==> config.mk <==
export PLATFORM = sky130hd
export DESIGN_NAME = string_literal_escape_decoder
export DESIGN_NICKNAME = d
export VERILOG_FILES = /design/src/design/sled_pkg.sv /design/src/design/sled_core.sv /design/src/design/sled_out.sv /design/src/design/string_literal_escape_decoder.sv
export SDC_FILE = /design/constraint.sdc
export NUM_CORES = 1
export LEC_CHECK = 0
export ABC_AREA = 0
export BUFFER_PORTS_ARGS = -buffer_cell sky130_fd_sc_hd__buf_2
export CORE_MARGIN = 4
export CORE_UTILIZATION = 39
export CTS_BUF_LIST = sky130_fd_sc_hd__clkbuf_16
export DETAILED_ROUTE_END_ITERATION = 10
export SLEW_MARGIN = 20
export SYNTH_ARGS = -nofsm -noshare
export SYNTH_HDL_FRONTEND = slang
export SYNTH_SLANG_ARGS = --single-unit
==> constraint.sdc <==
create_clock -name clk -period 5.1 [get_ports clk]
set_input_delay 0.255 -clock clk [delete_from_list [all_inputs] [get_ports clk]]
set_output_delay 0.255 -clock clk [all_outputs]
set_load 0.05 [all_outputs]
==> src/design/sled_pkg.sv <==
// Shared types and constants for the string literal escape decoder.
// Used by sled_core, sled_out and string_literal_escape_decoder; depends on nothing.
package sled_pkg;

    // Decoder mode, one-hot coded.
    typedef enum logic [3:0] {
        MODE_NORMAL  = 4'b0001,
        MODE_ESCAPE  = 4'b0010,
        MODE_HEX     = 4'b0100,
        MODE_PERCENT = 4'b1000
    } mode_t;

    localparam logic [1:0] END_NONE   = 2'd0;
    localparam logic [1:0] END_CLOSED = 2'd1;
    localparam logic [1:0] END_INTERP = 2'd2;
    localparam logic [1:0] END_ERROR  = 2'd3;

    localparam logic [2:0] ERR_NONE         = 3'd0;
    localparam logic [2:0] ERR_UNTERMINATED = 3'd1;
    localparam logic [2:0] ERR_NO_PAREN     = 3'd2;
    localparam logic [2:0] ERR_NESTED       = 3'd3;
    localparam logic [2:0] ERR_BAD_ESCAPE   = 3'd4;
    localparam logic [2:0] ERR_UNTERM_UNI   = 3'd5;
    localparam logic [2:0] ERR_BAD_HEX      = 3'd6;

    localparam logic [7:0] CHAR_NUL       = 8'h00;
    localparam logic [7:0] CHAR_QUOTE     = 8'h22;
    localparam logic [7:0] CHAR_PERCENT   = 8'h25;
    localparam logic [7:0] CHAR_LPAREN    = 8'h28;
    localparam logic [7:0] CHAR_BACKSLASH = 8'h5C;
    localparam logic [7:0] CHAR_ZERO      = 8'h30;
    localparam logic [7:0] CHAR_A         = 8'h61;
    localparam logic [7:0] CHAR_B         = 8'h62;
    localparam logic [7:0] CHAR_F         = 8'h66;
    localparam logic [7:0] CHAR_N         = 8'h6E;
    localparam logic [7:0] CHAR_R         = 8'h72;
    localparam logic [7:0] CHAR_T         = 8'h74;
    localparam logic [7:0] CHAR_U         = 8'h75;

    typedef struct packed {
        logic [7:0] out_byte;
        logic       byte_valid;
        logic [1:0] end_kind;
        logic [2:0] error_code;
    } result_t;

    // Up to three results for one item; res[0] goes out first.
    typedef struct packed {
        logic [1:0]        count;
        result_t [2:0]     res;
    } bundle_t;

    // Hex digit value with a valid flag in the top bit.
    function automatic logic [4:0] hex_value(input logic [7:0] c);
        logic [4:0] v;
        v = 5'd0;
        if (c >= 8'h30 && c <= 8'h39) begin
            v = {1'b1, c[3:0]};
        end else if ((c >= 8'h61 && c <= 8'h66) || (c >= 8'h41 && c <= 8'h46)) begin
            v = {1'b1, c[3:0] + 4'd9};
        end
        return v;
    endfunction

endpackage

==> src/design/sled_core.sv <==
// Decode state and per-item decode logic of the string literal escape decoder.
// Depends on sled_pkg.
module sled_core
(
    input  logic                clk,
    input  logic                rst_n,
    input  logic                advance,
    input  logic [7:0]          in_byte,
    input  logic                interpolation_open,
    output sled_pkg::bundle_t   bundle
);

    sled_pkg::mode_t mode_reg, mode_next;
    logic [1:0]      digits_reg, digits_next;
    logic [11:0]     acc_reg, acc_next;

    logic [4:0]      hex;
    logic [15:0]     cp;

    function automatic sled_pkg::result_t data_res(input logic [7:0] b);
        sled_pkg::result_t r;
        r.out_byte   = b;
        r.byte_valid = 1'b1;
        r.end_kind   = sled_pkg::END_NONE;
        r.error_code = sled_pkg::ERR_NONE;
        return r;
    endfunction

    function automatic sled_pkg::result_t end_res(input logic [1:0] kind,
                                                  input logic [2:0] err);
        sled_pkg::result_t r;
        r.out_byte   = 8'h00;
        r.byte_valid = 1'b0;
        r.end_kind   = kind;
        r.error_code = err;
        return r;
    endfunction

    assign hex = sled_pkg::hex_value(in_byte);
    assign cp  = {acc_reg, hex[3:0]};

    always_comb
    begin
        mode_next   = mode_reg;
        digits_next = digits_reg;
        acc_next    = acc_reg;
        bundle      = '0;
        unique case (mode_reg)
            sled_pkg::MODE_ESCAPE:
            begin
                mode_next    = sled_pkg::MODE_NORMAL;
                bundle.count = 2'd1;
                case (in_byte)
                    sled_pkg::CHAR_ZERO:      bundle.res[0] = data_res(8'h00);
                    sled_pkg::CHAR_A:         bundle.res[0] = data_res(8'h07);
                    sled_pkg::CHAR_B:         bundle.res[0] = data_res(8'h08);
                    sled_pkg::CHAR_F:         bundle.res[0] = data_res(8'h0C);
                    sled_pkg::CHAR_N:         bundle.res[0] = data_res(8'h0A);
                    sled_pkg::CHAR_R:         bundle.res[0] = data_res(8'h0D);
                    sled_pkg::CHAR_T:         bundle.res[0] = data_res(8'h09);
                    sled_pkg::CHAR_QUOTE:     bundle.res[0] = data_res(sled_pkg::CHAR_QUOTE);
                    sled_pkg::CHAR_BACKSLASH: bundle.res[0] = data_res(sled_pkg::CHAR_BACKSLASH);
                    sled_pkg::CHAR_U:
                    begin
                        mode_next    = sled_pkg::MODE_HEX;
                        digits_next  = 2'd0;
                        acc_next     = 12'd0;
                        bundle.count = 2'd0;
                    end
                    default:
                    begin
                        digits_next   = 2'd0;
                        acc_next      = 12'd0;
                        bundle.res[0] = end_res(sled_pkg::END_ERROR,
                                                sled_pkg::ERR_BAD_ESCAPE);
                    end
                endcase
            end
            sled_pkg::MODE_HEX:
            begin
                if (in_byte == sled_pkg::CHAR_NUL || !hex[4]) begin
                    mode_next     = sled_pkg::MODE_NORMAL;
                    digits_next   = 2'd0;
                    acc_next      = 12'd0;
                    bundle.count  = 2'd1;
                    bundle.res[0] = end_res(sled_pkg::END_ERROR,
                                            (in_byte == sled_pkg::CHAR_NUL) ?
                                            sled_pkg::ERR_UNTERM_UNI : sled_pkg::ERR_BAD_HEX);
                end else if (digits_reg == 2'd3) begin
                    mode_next   = sled_pkg::MODE_NORMAL;
                    digits_next = 2'd0;
                    acc_next    = 12'd0;
                    // UTF-8 length follows from the leading zero bits of the code point.
                    if (cp[15:7] == 9'd0) begin
                        bundle.count  = 2'd1;
                        bundle.res[0] = data_res({1'b0, cp[6:0]});
                    end else if (cp[15:11] == 5'd0) begin
                        bundle.count  = 2'd2;
                        bundle.res[0] = data_res({3'b110, cp[10:6]});
                        bundle.res[1] = data_res({2'b10, cp[5:0]});
                    end else begin
                        bundle.count  = 2'd3;
                        bundle.res[0] = data_res({4'b1110, cp[15:12]});
                        bundle.res[1] = data_res({2'b10, cp[11:6]});
                        bundle.res[2] = data_res({2'b10, cp[5:0]});
                    end
                end else begin
                    digits_next = digits_reg + 2'd1;
                    acc_next    = cp[11:0];
                end
            end
            sled_pkg::MODE_PERCENT:
            begin
                mode_next    = sled_pkg::MODE_NORMAL;
                digits_next  = 2'd0;
                acc_next     = 12'd0;
                bundle.count = 2'd1;
                if (in_byte != sled_pkg::CHAR_LPAREN) begin
                    bundle.res[0] = end_res(sled_pkg::END_ERROR, sled_pkg::ERR_NO_PAREN);
                end else if (interpolation_open) begin
                    bundle.res[0] = end_res(sled_pkg::END_ERROR, sled_pkg::ERR_NESTED);
                end else begin
                    bundle.res[0] = end_res(sled_pkg::END_INTERP, sled_pkg::ERR_NONE);
                end
            end
            default:
            begin
                bundle.count = 2'd1;
                case (in_byte)
                    sled_pkg::CHAR_NUL:
                    begin
                        digits_next   = 2'd0;
                        acc_next      = 12'd0;
                        bundle.res[0] = end_res(sled_pkg::END_ERROR,
                                                sled_pkg::ERR_UNTERMINATED);
                    end
                    sled_pkg::CHAR_QUOTE:
                    begin
                        digits_next   = 2'd0;
                        acc_next      = 12'd0;
                        bundle.res[0] = end_res(sled_pkg::END_CLOSED, sled_pkg::ERR_NONE);
                    end
                    sled_pkg::CHAR_PERCENT:
                    begin
                        mode_next    = sled_pkg::MODE_PERCENT;
                        bundle.count = 2'd0;
                    end
                    sled_pkg::CHAR_BACKSLASH:
                    begin
                        mode_next    = sled_pkg::MODE_ESCAPE;
                        bundle.count = 2'd0;
                    end
                    default: bundle.res[0] = data_res(in_byte);
                endcase
            end
        endcase
    end

    always_ff @(posedge clk or negedge rst_n)
    begin
        if (!rst_n) begin
            mode_reg   <= sled_pkg::MODE_NORMAL;
            digits_reg <= 2'd0;
            acc_reg    <= 12'd0;
        end else if (advance) begin
            mode_reg   <= mode_next;
            digits_reg <= digits_next;
            acc_reg    <= acc_next;
        end
    end

endmodule

==> src/design/sled_out.sv <==
// Result register of the string literal escape decoder: holds the results of
// one item and hands them out one per cycle while m_axis_tready is high. Depends on sled_pkg.
module sled_out
(
    input  logic                clk,
    input  logic                rst_n,
    input  logic                load,
    input  sled_pkg::bundle_t   bundle,
    output logic                load_ok,
    output logic                m_axis_tvalid,
    input  logic                m_axis_tready,
    output logic [7:0]          m_axis_tdata,   // out_byte
    output logic [5:0]          m_axis_tuser,   // byte_valid, end_kind[1:0], error_code[2:0]
    output logic                m_axis_tlast    // last
);

    sled_pkg::result_t [2:0] res_reg;
    logic [1:0]              rem_reg, rem_next;
    logic [1:0]              idx_reg, idx_next;
    sled_pkg::result_t       cur;
    logic                    pop;

    always_comb
    begin
        case (idx_reg)
            2'd0:    cur = res_reg[0];
            2'd1:    cur = res_reg[1];
            default: cur = res_reg[2];
        endcase
    end

    assign m_axis_tvalid = (rem_reg != 2'd0);
    assign pop           = m_axis_tvalid && m_axis_tready;
    assign m_axis_tdata  = cur.out_byte;
    assign m_axis_tuser  = {cur.error_code, cur.end_kind, cur.byte_valid};
    assign m_axis_tlast  = (rem_reg == 2'd1);

    // A new item may load as the last pending result leaves.
    assign load_ok = (rem_reg == 2'd0) || (rem_reg == 2'd1 && m_axis_tready);

    always_comb
    begin
        rem_next = rem_reg;
        idx_next = idx_reg;
        if (load) begin
            rem_next = bundle.count;
            idx_next = 2'd0;
        end else if (pop) begin
            rem_next = rem_reg - 2'd1;
            idx_next = idx_reg + 2'd1;
        end
    end

    always_ff @(posedge clk or negedge rst_n)
    begin
        if (!rst_n) begin
            rem_reg <= 2'd0;
            idx_reg <= 2'd0;
        end else begin
            rem_reg <= rem_next;
            idx_reg <= idx_next;
        end
    end

    always_ff @(posedge clk)
    begin
        if (load) begin
            res_reg <= bundle.res;
        end
    end

endmodule

==> src/design/string_literal_escape_decoder.sv <==
// String literal escape decoder, top level. Depends on sled_pkg, sled_core, sled_out.
// An accepted item is held in the input register and decoded combinationally; it is loaded
// into the result register when the output can take it, and its first result is offered from there.
// Throughput: one item per cycle while the output keeps up; an item whose \u escape expands to two or
// three UTF-8 bytes holds the result register until all of its bytes have left.
// Reset (rst_n low, asynchronous) empties both registers and returns to normal mode.
module string_literal_escape_decoder
(
    input  logic        clk,
    input  logic        rst_n,
    input  logic        s_axis_tvalid,
    output logic        s_axis_tready,
    input  logic [7:0]  s_axis_tdata,   // in_byte
    input  logic        s_axis_tuser,   // interpolation_open
    output logic        m_axis_tvalid,
    input  logic        m_axis_tready,
    output logic [7:0]  m_axis_tdata,   // out_byte
    output logic [5:0]  m_axis_tuser,   // byte_valid, end_kind[1:0], error_code[2:0]
    output logic        m_axis_tlast    // last
);

    logic              in_valid_reg;
    logic [7:0]        in_byte_reg;
    logic              in_open_reg;
    logic              advance;
    logic              load_ok;
    sled_pkg::bundle_t bundle;

    // Items that cause no result move on even while the output is busy.
    assign advance       = in_valid_reg && ((bundle.count == 2'd0) || load_ok);
    assign s_axis_tready = !in_valid_reg || advance;

    always_ff @(posedge clk or negedge rst_n)
    begin
        if (!rst_n)
        begin
            in_valid_reg <= 1'b0;
        end
        else if (s_axis_tready)
        begin
            in_valid_reg <= s_axis_tvalid;
        end
    end

    always_ff @(posedge clk)
    begin
        if (s_axis_tready && s_axis_tvalid)
        begin
            in_byte_reg <= s_axis_tdata;
            in_open_reg <= s_axis_tuser;
        end
    end

    sled_core u_core
    (
        .clk                (clk),
        .rst_n              (rst_n),
        .advance            (advance),
        .in_byte            (in_byte_reg),
        .interpolation_open (in_open_reg),
        .bundle             (bundle)
    );

    sled_out u_out
    (
        .clk           (clk),
        .rst_n         (rst_n),
        .load          (advance && (bundle.count != 2'd0)),
        .bundle        (bundle),
        .load_ok       (load_ok),
        .m_axis_tvalid (m_axis_tvalid),
        .m_axis_tready (m_axis_tready),
        .m_axis_tdata  (m_axis_tdata),
        .m_axis_tuser  (m_axis_tuser),
        .m_axis_tlast  (m_axis_tlast)
    );

endmodule

==> impl_metrics.yaml, run 1 <==
timing:
  rsz0062_at_grt: "no"
  finalHoldViolations: 0
  final.setup.worst_slack_ns: 1.39
  maxSlewHeadroom_pct: 37.9
  tns_ns: 0
  fin_crit_ns: 3.71
  fin_crit_sh_pct: 72.7
  fmax_mhz: 270
  drv_slew: 0
  tightest_slew_ns: 0.929
  fin_skew_ns: 0.0107
  setup_viol: 0
logic_synthesis:
  synthesis.nets: 360
  yosys_warnings: 0
  avgSynthCellArea_um2: 10.1
  seq_area_frac_synth_pct: 49.3
  async_flop_share_pct: 38.3
  synth_cell_type_count: 64
  syn_area_um2: 3430
  ys.flop_type: "edfxtp_1"
  ys_ff_latch: 60
  synth_cells: 338
  synth-edff-count: 37
power_and_ir_drop:
  seqPwrFrac_pct: 32.2
  power_switching_mw: 1.14
  p_leak_nw: 1.63
  combPwrFrac_pct: 43.0
  irDropWorstVdd_mv: 0.235
  switching_share_pct: 43.5
  p_int_mw: 1.48
  p_per_area_nw_per_um2: 659
  pwr-share-clk_pct: 24.8
clock_tree:
  cts_tree: "yes"
  clockBufferDepth: 2
  worstSkewPairLatency_ns: 0.32
  cts_made_buffers: 9
  clk_pin_slew_ns: 0.05
  htreeDepth: 3
  cts_num_sinks: 60
  clockRootBuffer: "clkbuf_16"
  ctsResizeCount: 0
run_status:
  status: "finished clean"
route:
  drc: 0
  totalWireLength_um: 8220
  drt_iter0_drc: 205
  vias_per_cell: 5.73
  first_pass_iters: 7
  routed-via-count: 2732
  antenna_left: 0
  wire_per_inst_um: 17.2
flow_run:
  drv_cap: 0
cells_and_area:
  areaGrowthSynthToFinish_pct: 16.4
  seqCellArea_um2: 1690
  diodes: 0
  largest_reg_flops: 28
  multi_input_area_um2: 1600
  nets: 389
  fill_cells: 798
  drive_above_1_share_pct: 15.6
setup_path:
  crit_arrival_ns: 3.65
  start_kind: "flop"
  worstPathRequired_ns: 5.04
  cp-end-kind: "flop"
  path_cells: "inv_1 -> ha_1 -> nor3b_1 -> a21oi_1 -> o211ai_1 -> a2111o_1 -> nand2b_1 -> and3_1 -> nor2b_1"
  worstSetupPathType: "reg -> reg"
  cp_max_fo: 12
  slowest_delay_ns: 0.72
  critPathTopFamily: "simple AND/OR/NAND/NOR gates"
  timing.critical_path.buf_inv: 1
  crit_slowest_cell: "nor2b_1"
grt:
  grt_max_degree: 24
  grt_pass1_wl_um: 13700
  overflow: 0
  grt_pass1_vias: 2597
  grtUsageTotal_pct: 17.3
  antenna_found_initial: 0
placement:
  dp_hpwl_um: 5990
  pre_cts_ws_ns: 1.44
  gp_congestion: 0.858
  port_buffers: 29
floorplan:
  dieWidth_um: 102
  die_h_um: 102
  boundaryPins: 30
  die_area_um2: 10300
  rows: 33
  core-area_um2: 8380
  start_util_pct: 40.9
min_path:
  hold_path.class: "in -> reg"
[cell usage after synthesis, types with 4 or more instances]
cell type  number  share of area (%)
buf_2           6               0.88
o21ai_0        10                1.5
nand3_1         4               0.58
nor2_1         23                2.5
a21o_1          5                1.1
nor4_1          5               0.91
a21oi_1        16                2.3
ha_1            9                3.3
nor2b_1         5               0.91
nand2_1        48                5.3
and2_1         13                2.4
o211ai_1        6                1.3
mux2i_1         4                1.2
nand2b_1        5               0.91
dfrtp_1        22                 16
o21ai_1         5               0.73
inv_1          17                1.9
a22oi_1        11                2.4
edfxtp_1       37                 32
a22o_1         11                2.8
nor3_1          5               0.73
clkbuf_1        8               0.88
o22ai_1         5               0.91
nor3b_1         4               0.88
[stage by stage]
step	power (mW)	utilization, %	std cells	hold WS [ns]	cell area (um^2)
final	2.63	47.6	477	0.106	3990
after global routing	2.79	47.6	477	0.0944	3990
after CTS	2.65	47.6	477	0.0943	3990
after detailed placement	1.99	43.6	460	0.292	3650
after global placement	1.97	43.6	460	0.285	3650
after floorplan	1.71	-	338	-0.0406	3430
[cell families after synthesis]
family	after synthesis	synth area share, %
simple gates	137	21.9
flops	60	49.3
compound gates	91	19.1
buf+inv	32	3.94
mux	5	1.50
xor+xnor	4	1.02
fa+ha+maj	9	3.29
[power by group through the flow]
| stage | registers (mW) | logic, mW | clock network (mW) |
|---|---|---|---|
| floorplan | 0.796 | 0.913 | 0 |
| global placement | 0.850 | 1.12 | 0 |
| detailed placement | 0.855 | 1.13 | 0 |
| CTS | 0.847 | 1.14 | 0.663 |
| global route | 0.869 | 1.23 | 0.689 |
| finish | 0.847 | 1.13 | 0.650 |
[what timing repair did]
| item | 4_1_cts | 5_1_grt |
|---|---|---|
| hold buffers | 1 | 0 |
| endpoints found under the hold margin | 22 | 0 |
| buffers inserted | 0 | 0 |
[final timing paths]
check / endpoint / slack, ns / cells past startpoint / from
max: in_byte_reg[2] / 1.39 / 9 / in_byte_reg[0]
min: in_byte_reg[3] / 0.11 / 1 / s_axis_tdata[3]
max reg2reg: in_byte_reg[2] / 1.39 / 9 / in_byte_reg[0]
min reg2reg: u_out.idx_reg[1] / 0.52 / 2 / u_out.idx_reg[1]
max in group asynchronous: u_core.acc_reg[11] / 4.25 / 2 / rst_n
min in group asynchronous: u_out.idx_reg[0] / 0.47 / 2 / rst_n
[final cells by class]
cell class              count  area share (%)
clock buffers               9            5.65
inverters                  17            1.60
multi-input cells         246            40.2
repair buffers             33            4.46
well taps                 105            3.29
clock inverters             7            2.48
flip-flops and latches     60            42.3
[cell usage in the layout (no fill, tap or decap), drive strengths merged, types with 2 or more instances in the layout]
cell,n
nor3b,5
o22ai,5
and3,3
o2bb2ai,3
a2111o,2
dfrtp,22
mux2i,4
o211ai,6
bufinv,2
xnor2,3
and4bb,2
or2,3
ha,9
or4,2
nand2b,5
nand4b,2
nor2b,5
a22o,11
nor4,5
nand3,4
nand2,48
nor2,23
a21o,5
edfxtp,37
nor3,6
and2,13
clkbuf,9
a22oi,11
buf,32
o21ai,15
nand3b,2
clkinv,3
o311ai,3
inv,18
a211oi,2
nor4b,4
a21oi,16
[routing by layer]
| metal | GRT usage, % | routed length (um) | share of wire [%] |
|---|---|---|---|
| met5 | 0 | 0 | 0 |
| met2 | 25.1 | 3720 | 45 |
| met3 | 3.58 | 510 | 6.2 |
| met1 | 24.7 | 3810 | 46 |
| met4 | 7.98 | 178 | 2.2 |
Power figures use the tool's default switching activity.
==> inputs of run 2 (changes only) <==
clock period = 3.1 ns   (was 5.1 ns; I/O delays follow)
==> run 2 against run 1 <==
  * Worst hold slack worse by 0.099 ns
  * Highest routed layer unchanged
  * Global-route usage is 0.44 points lower
  * Non-clock buffer count is 32 higher
  * Utilization is 2.9 points higher
  * Sequential cell count stayed put
  * Wire length is 4.5% higher
  * Die area stayed put
  * Sequential share of layout area is 2.4 points lower
  * Worst setup slack worse by 1.2 ns
  * Register-to-register slack worse by 1.1 ns
  * Combinational power is 80% higher
  * Critical endpoint is now s_axis_tready
  * Total power is 66% higher
==> impl_metrics.yaml, run 2 (synthesized netlist as in run 1, its figures left out) <==
grt:
  antenna_found_initial: 0
  grt_pass1_vias: 2713
  grt_max_degree: 24
  grtUsageTotal_pct: 16.8
  grt_pass1_wl_um: 13500
  overflow: 0
floorplan:
  dieWidth_um: 102
  start_util_pct: 40.9
  die_h_um: 102
  rows: 33
  core-area_um2: 8380
  boundaryPins: 30
  die_area_um2: 10300
timing:
  finalHoldViolations: 0
  fin_skew_ns: 0.00482
  maxSlewHeadroom_pct: 55.6
  tns_ns: 0
  holdWs_ns: 0.00652
  tightest_slew_ns: 0.658
  fin_crit_ns: 2.93
  fin_crit_sh_pct: 94.7
  drv_slew: 0
  fmax_mhz: 341
  setup_viol: 0
power_and_ir_drop:
  p_per_area_nw_per_um2: 1030
  p_leak_nw: 1.76
  irDropWorstVdd_mv: 0.416
clock_tree:
  cts_num_sinks: 60
  worstSkewPairLatency_ns: 0.32
  clockRootBuffer: "clkbuf_16"
  cts_made_buffers: 9
  htreeDepth: 3
  cts_tree: "yes"
  clk_pin_slew_ns: 0.05
  clockBufferDepth: 2
setup_path:
  start_kind: "flop"
  cp-end-kind: "output pin"
  crit_arrival_ns: 2.78
  worstPathRequired_ns: 2.94
  worstSetupPathType: "reg -> out"
  cp_max_fo: 11
route:
  antenna_left: 0
  wl_met2_um: 3920
  met1_length_um: 3830
  highest_layer: "met4"
  drc: 0
  vias_per_cell: 5.71
  totalWireLength_um: 8590
  wire_per_inst_um: 16.9
  routed-via-count: 2907
  met3_length_um: 568
  drt_iter0_drc: 306
  first_pass_iters: 5
cells_and_area:
  nets: 421
  diodes: 0
  areaGrowthSynthToFinish_pct: 23.4
  seqCellArea_um2: 1690
  drive_above_1_share_pct: 22.3
  stdcell_count: 509
  multi_input_area_um2: 1610
  final_common_cell: "nand2_1"
  largest_reg_flops: 28
  mostFrequentLayoutCells: "nand2_1 (48), edfxtp_1 (37), buf_4 (31), buf_2 (28), nor2_1 (23)"
  utilization_pct: 50.4
  fill_cells: 761
placement:
  gp_congestion: 0.897
  dp_hpwl_um: 6190
  dp.cells: 477
  port_buffers: 29
min_path:
  hold_path.class: "in -> reg"
run_status:
  status: "finished clean"
flow_run:
  drv_cap: 0
-- run 2: cell types whose count changed in the layout (fill, tap and decap cells not counted), moves of 2 or more --
cell	before	now
dlygate4sd3_1	1	5
ha_1	9	7
ha_2	0	2
buf_4	3	31
clkinvlp_4	1	3
-- run 2: report_power, final --
part	internal (mW)	leakage, nW	switching, mW
Clock	0.623	0.138	0.359
Sequential	1.20	0.661	0.154
Combinational	0.638	0.959	1.39
-- run 2: layout make-up --
type | instances | area share, %
Sequential cell | 60 | 39.9
Tap cell | 105 | 3.11
Timing Repair Buffer | 65 | 10.2
Multi-Input combinational cell | 246 | 38.2
Inverter | 17 | 1.51
Clock inverter | 7 | 1.78
Clock buffer | 9 | 5.33
-- run 2: repair_timing --
action,in CTS,in global routing
setup endpoints to repair,0,1
endpoints found under the hold margin,26,0
resized for setup,0,4
buffers inserted,0,11
hold buffers,5,0
-- run 2: worst paths after layout --
path	from	to	slack (ns)	depth (start not counted)
max	in_byte_reg[3]	s_axis_tready	0.17	9
min	s_axis_tdata[7]	in_byte_reg[7]	0.007	1
max reg2reg	in_byte_reg[7]	u_core.digits_reg[0]	0.27	8
min reg2reg	u_core.digits_reg[0]	u_core.digits_reg[0]	0.54	1
max in group asynchronous	rst_n	u_out.idx_reg[0]	2.35	2
min in group asynchronous	rst_n	u_core.mode_reg[1]	0.37	2
-- run 2: layer usage --
metal  global-route usage, %  up-vias
met5                       0        -
met4                    7.36        0
met3                    3.58       27
met2                    25.5      128
met1                    23.2     1366
li1                        -     1386
-- run 2: worst max-delay path: stages, from the launching register on --
cell and delay (ns):
edfxtp_1 0.41, buf_4 0.20, and4bb_1 0.32, nand4_1 0.18, and2_1 0.23, a2111o_1 0.41, nand2b_1 0.21, and3_1 0.20
inv_1 0.07, clkbuf_4 0.22
-- run 2: through the flow --
| stage | worst slack (ns) | total power [mW] | cell area, um^2 |
|---|---|---|---|
| final | 0.165 | 4.37 | 4230 |
| after global placement | 0.343 | 3.32 | 3780 |
| after floorplan | 0.162 | 2.81 | 3430 |
| after CTS | 0.0387 | 4.34 | 4130 |
| after detailed placement | 0.253 | 3.34 | 3780 |
| after global routing | -0.00305 | 4.62 | 4230 |
==> inputs of run 3 (changes only) <==
CORE_MARGIN = 3   (was 4)
SYNTH_HIERARCHICAL = 1   (was not set)
==> run 3 against run 2 <==
  * Global-route usage rose by 0.28 points
  * Synthesized area rose by 23%
  * First-iteration DRC count fell by 25%
  * Clock skew rose by 0.0040 ns
  * Worst hold slack improved by 0.031 ns
  * Maximum frequency rose by 0.17%
  * Non-clock buffer count rose by 2
==> impl_metrics.yaml, run 3 <==
run_status:
  status: "finished clean"
grt:
  overflow: 0
  grtUsageTotal_pct: 17.1
  grt_pass1_wl_um: 15800
  antenna_found_initial: 0
  grt_max_degree: 44
  grt_pass1_vias: 3051
timing:
  rsz0062_at_grt: "yes"
  fin_crit_ns: 2.93
  fin_crit_sh_pct: 94.5
  finalHoldViolations: 0
  final.setup.worst_slack_ns: 0.171
  fin_skew_ns: 0.00882
  fmax_mhz: 341
  maxSlewHeadroom_pct: 59.4
  drv_slew: 0
  holdWs_ns: 0.0373
  setup_viol: 0
  tightest_slew_ns: 0.608
power_and_ir_drop:
  irDropWorstVdd_mv: 0.531
  pwr-share-clk_pct: 18.4
  power_switching_mw: 2.19
  p_int_mw: 2.79
  totalPowerFinal_mw: 4.99
  switching_share_pct: 43.9
  combPwrFrac_pct: 49.0
  p_leak_nw: 2.07
  p_per_area_nw_per_um2: 990
  seqPwrFrac_pct: 32.6
route:
  wire_per_inst_um: 16.3
  drt_iter0_drc: 230
  drc: 0
  totalWireLength_um: 9630
  antenna_left: 0
  vias_per_cell: 5.29
  first_pass_iters: 5
  routed-via-count: 3119
cells_and_area:
  fin_area_um2: 5030
  drive_above_1_share_pct: 25.6
  nets: 472
  final_common_cell: "edfxtp_1"
  seqCellArea_um2: 2110
  multi_input_area_um2: 1900
  fill_cells: 952
  largest_reg_flops: 42
  areaGrowthSynthToFinish_pct: 19.0
  mostFrequentLayoutCells: "edfxtp_1 (51), nand2_1 (48), nor2_1 (35), buf_2 (29), inv_1 (26)"
  diodes: 0
logic_synthesis:
  ys_ff_latch: 74
  synth-edff-count: 51
  synthAdderAreaFrac_pct: 2.96
  muxShareOfSynthArea_pct: 6.54
  synth_area_leaders: "edfxtp_1 (36%), dfrtp_1 (13%), nand2_1 (4.3%)"
  yosys_warnings: 6
  synth-compound-area-share_pct: 14.8
  avgSynthCellArea_um2: 10.8
  synth-xor-area-share_pct: 0.621
  synth_cell_type_count: 77
  syn_area_um2: 4230
  synth_common_cells: "edfxtp_1 (51), nand2_1 (48), nor2_1 (36), inv_1 (25), dfrtp_1 (22)"
  seq_area_frac_synth_pct: 49.8
  yosys.area.top_type: "edfxtp_1"
  synth_cells: 391
  synth_top_family_by_area: "simple AND/OR/NAND/NOR gates"
  netlist.area_leader.share_pct: 36.2
  synth.most_common_cell: "edfxtp_1"
  ys.flop_type: "edfxtp_1"
  yosys.area_share.simple_pct: 18.0
  async_flop_share_pct: 31.1
setup_path:
  crit_arrival_ns: 3.14
  cp-end-kind: "flop"
  start_kind: "flop"
  cp_max_fo: 8
  worstPathRequired_ns: 3.31
  worstSetupPathType: "reg -> reg"
floorplan:
  die_h_um: 110
  rows: 37
  die_area_um2: 12100
  boundaryPins: 30
  core-area_um2: 10400
  dieWidth_um: 110
  start_util_pct: 40.6
clock_tree:
  cts_num_sinks: 74
  cts_made_buffers: 9
  clockBufferDepth: 2
  clockRootBuffer: "clkbuf_16"
  clk_pin_slew_ns: 0.06
  htreeDepth: 3
  worstSkewPairLatency_ns: 0.33
  cts_tree: "yes"
placement:
  dp_hpwl_um: 6910
  port_buffers: 29
  gp_congestion: 0.912
  pre_cts_ws_ns: 0.0432
  post_dp_cell_area_um2: 4610
flow_run:
  drv_cap: 0
min_path:
  hold_path.class: "in -> reg"
## run 3: cell count changes in the layout (fill, tap and decap cells not counted), sizes merged, moves of 8 or more
cell	before	now
conb	0	12
inv	18	26
mux2	1	20
nor2	23	37
and2	13	2
a22o	11	0
edfxtp	37	51
## run 3: worst max-delay path, cell delays in order, from the launching register on
cell and delay, ns:
edfxtp_1 0.39, buf_4 0.18, nand4bb_1 0.30, a21oi_4 0.32, nor2_2 0.08, o21ai_1 0.14, nand3b_1 0.15, o21ba_4 0.25
nor2b_4 0.16, o21ai_2 0.09, nor3_4 0.23, clkbuf_16 0.22, mux2_4 0.29
## run 3: metal layers
metal	vias up	global-route usage (%)	part of all wire, %
met3	8	2.50	4.8
li1	1517	-	-
met4	0	6.16	1.2
met2	90	27.8	47
met1	1504	23.4	47
met5	-	0	0
## run 3: worst paths after layout
| kind | startpoint | cells past startpoint | to | slack, ns |
|---|---|---|---|---|
| max | in_byte_reg[7] | 12 | u_core/acc_reg[0] | 0.17 |
| min | s_axis_tvalid | 2 | in_valid_reg | 0.04 |
| max reg2reg | in_byte_reg[7] | 12 | u_core/acc_reg[0] | 0.17 |
| min reg2reg | u_core/digits_reg[1] | 1 | u_core/digits_reg[1] | 0.54 |
| max in group asynchronous | rst_n | 2 | u_core/acc_reg[1] | 2.41 |
| min in group asynchronous | rst_n | 2 | u_core/mode_reg[1] | 0.33 |
## run 3: power by group through the flow
stage	Clock (mW)	Sequential [mW]	Combinational, mW
global placement	0	1.63	2.35
floorplan	0	1.62	1.77
CTS	0.936	1.63	2.39
finish	0.917	1.63	2.44
detailed placement	0	1.65	2.37
global route	0.970	1.67	2.64
## run 3: stage by stage
step / setup TNS (ns) / util, % / instances
floorplan: 0 / - / 402
global placement: 0 / 44.3 / 561
detailed placement: 0 / 44.3 / 561
CTS: 0 / 47.8 / 587
global route: -0.125 / 48.3 / 590
finish: 0 / 48.3 / 590
## run 3: cells by family (layout without fill, tap and decap cells)
family / Yosys count / after routing
other: 1 / 12
AO/OA/AOI/OAI: 83 / 83
adder cells (fa/ha/maj): 10 / 10
multiplexers: 21 / 21
buffers and inverters: 56 / 108
flip-flops: 74 / 74
AND/OR/NAND/NOR: 143 / 143
XOR/XNOR: 3 / 3
## run 3: repair_timing
item / 4_1_cts / 5_1_grt
gates resized for setup: 0 / 4
endpoints found under the hold margin: 31 / 0
setup endpoints to repair: 0 / 14
hold buffers: 10 / 0
setup buffers: 0 / 2
## run 3: layout make-up
type	count	share of cell area (%)
clock buffers	9	4.47
repair buffers	67	9.89
well taps	136	3.38
multi-input cells	272	37.7
inverters	25	1.86
clock inverters	7	0.770
flip-flops and latches	74	41.9
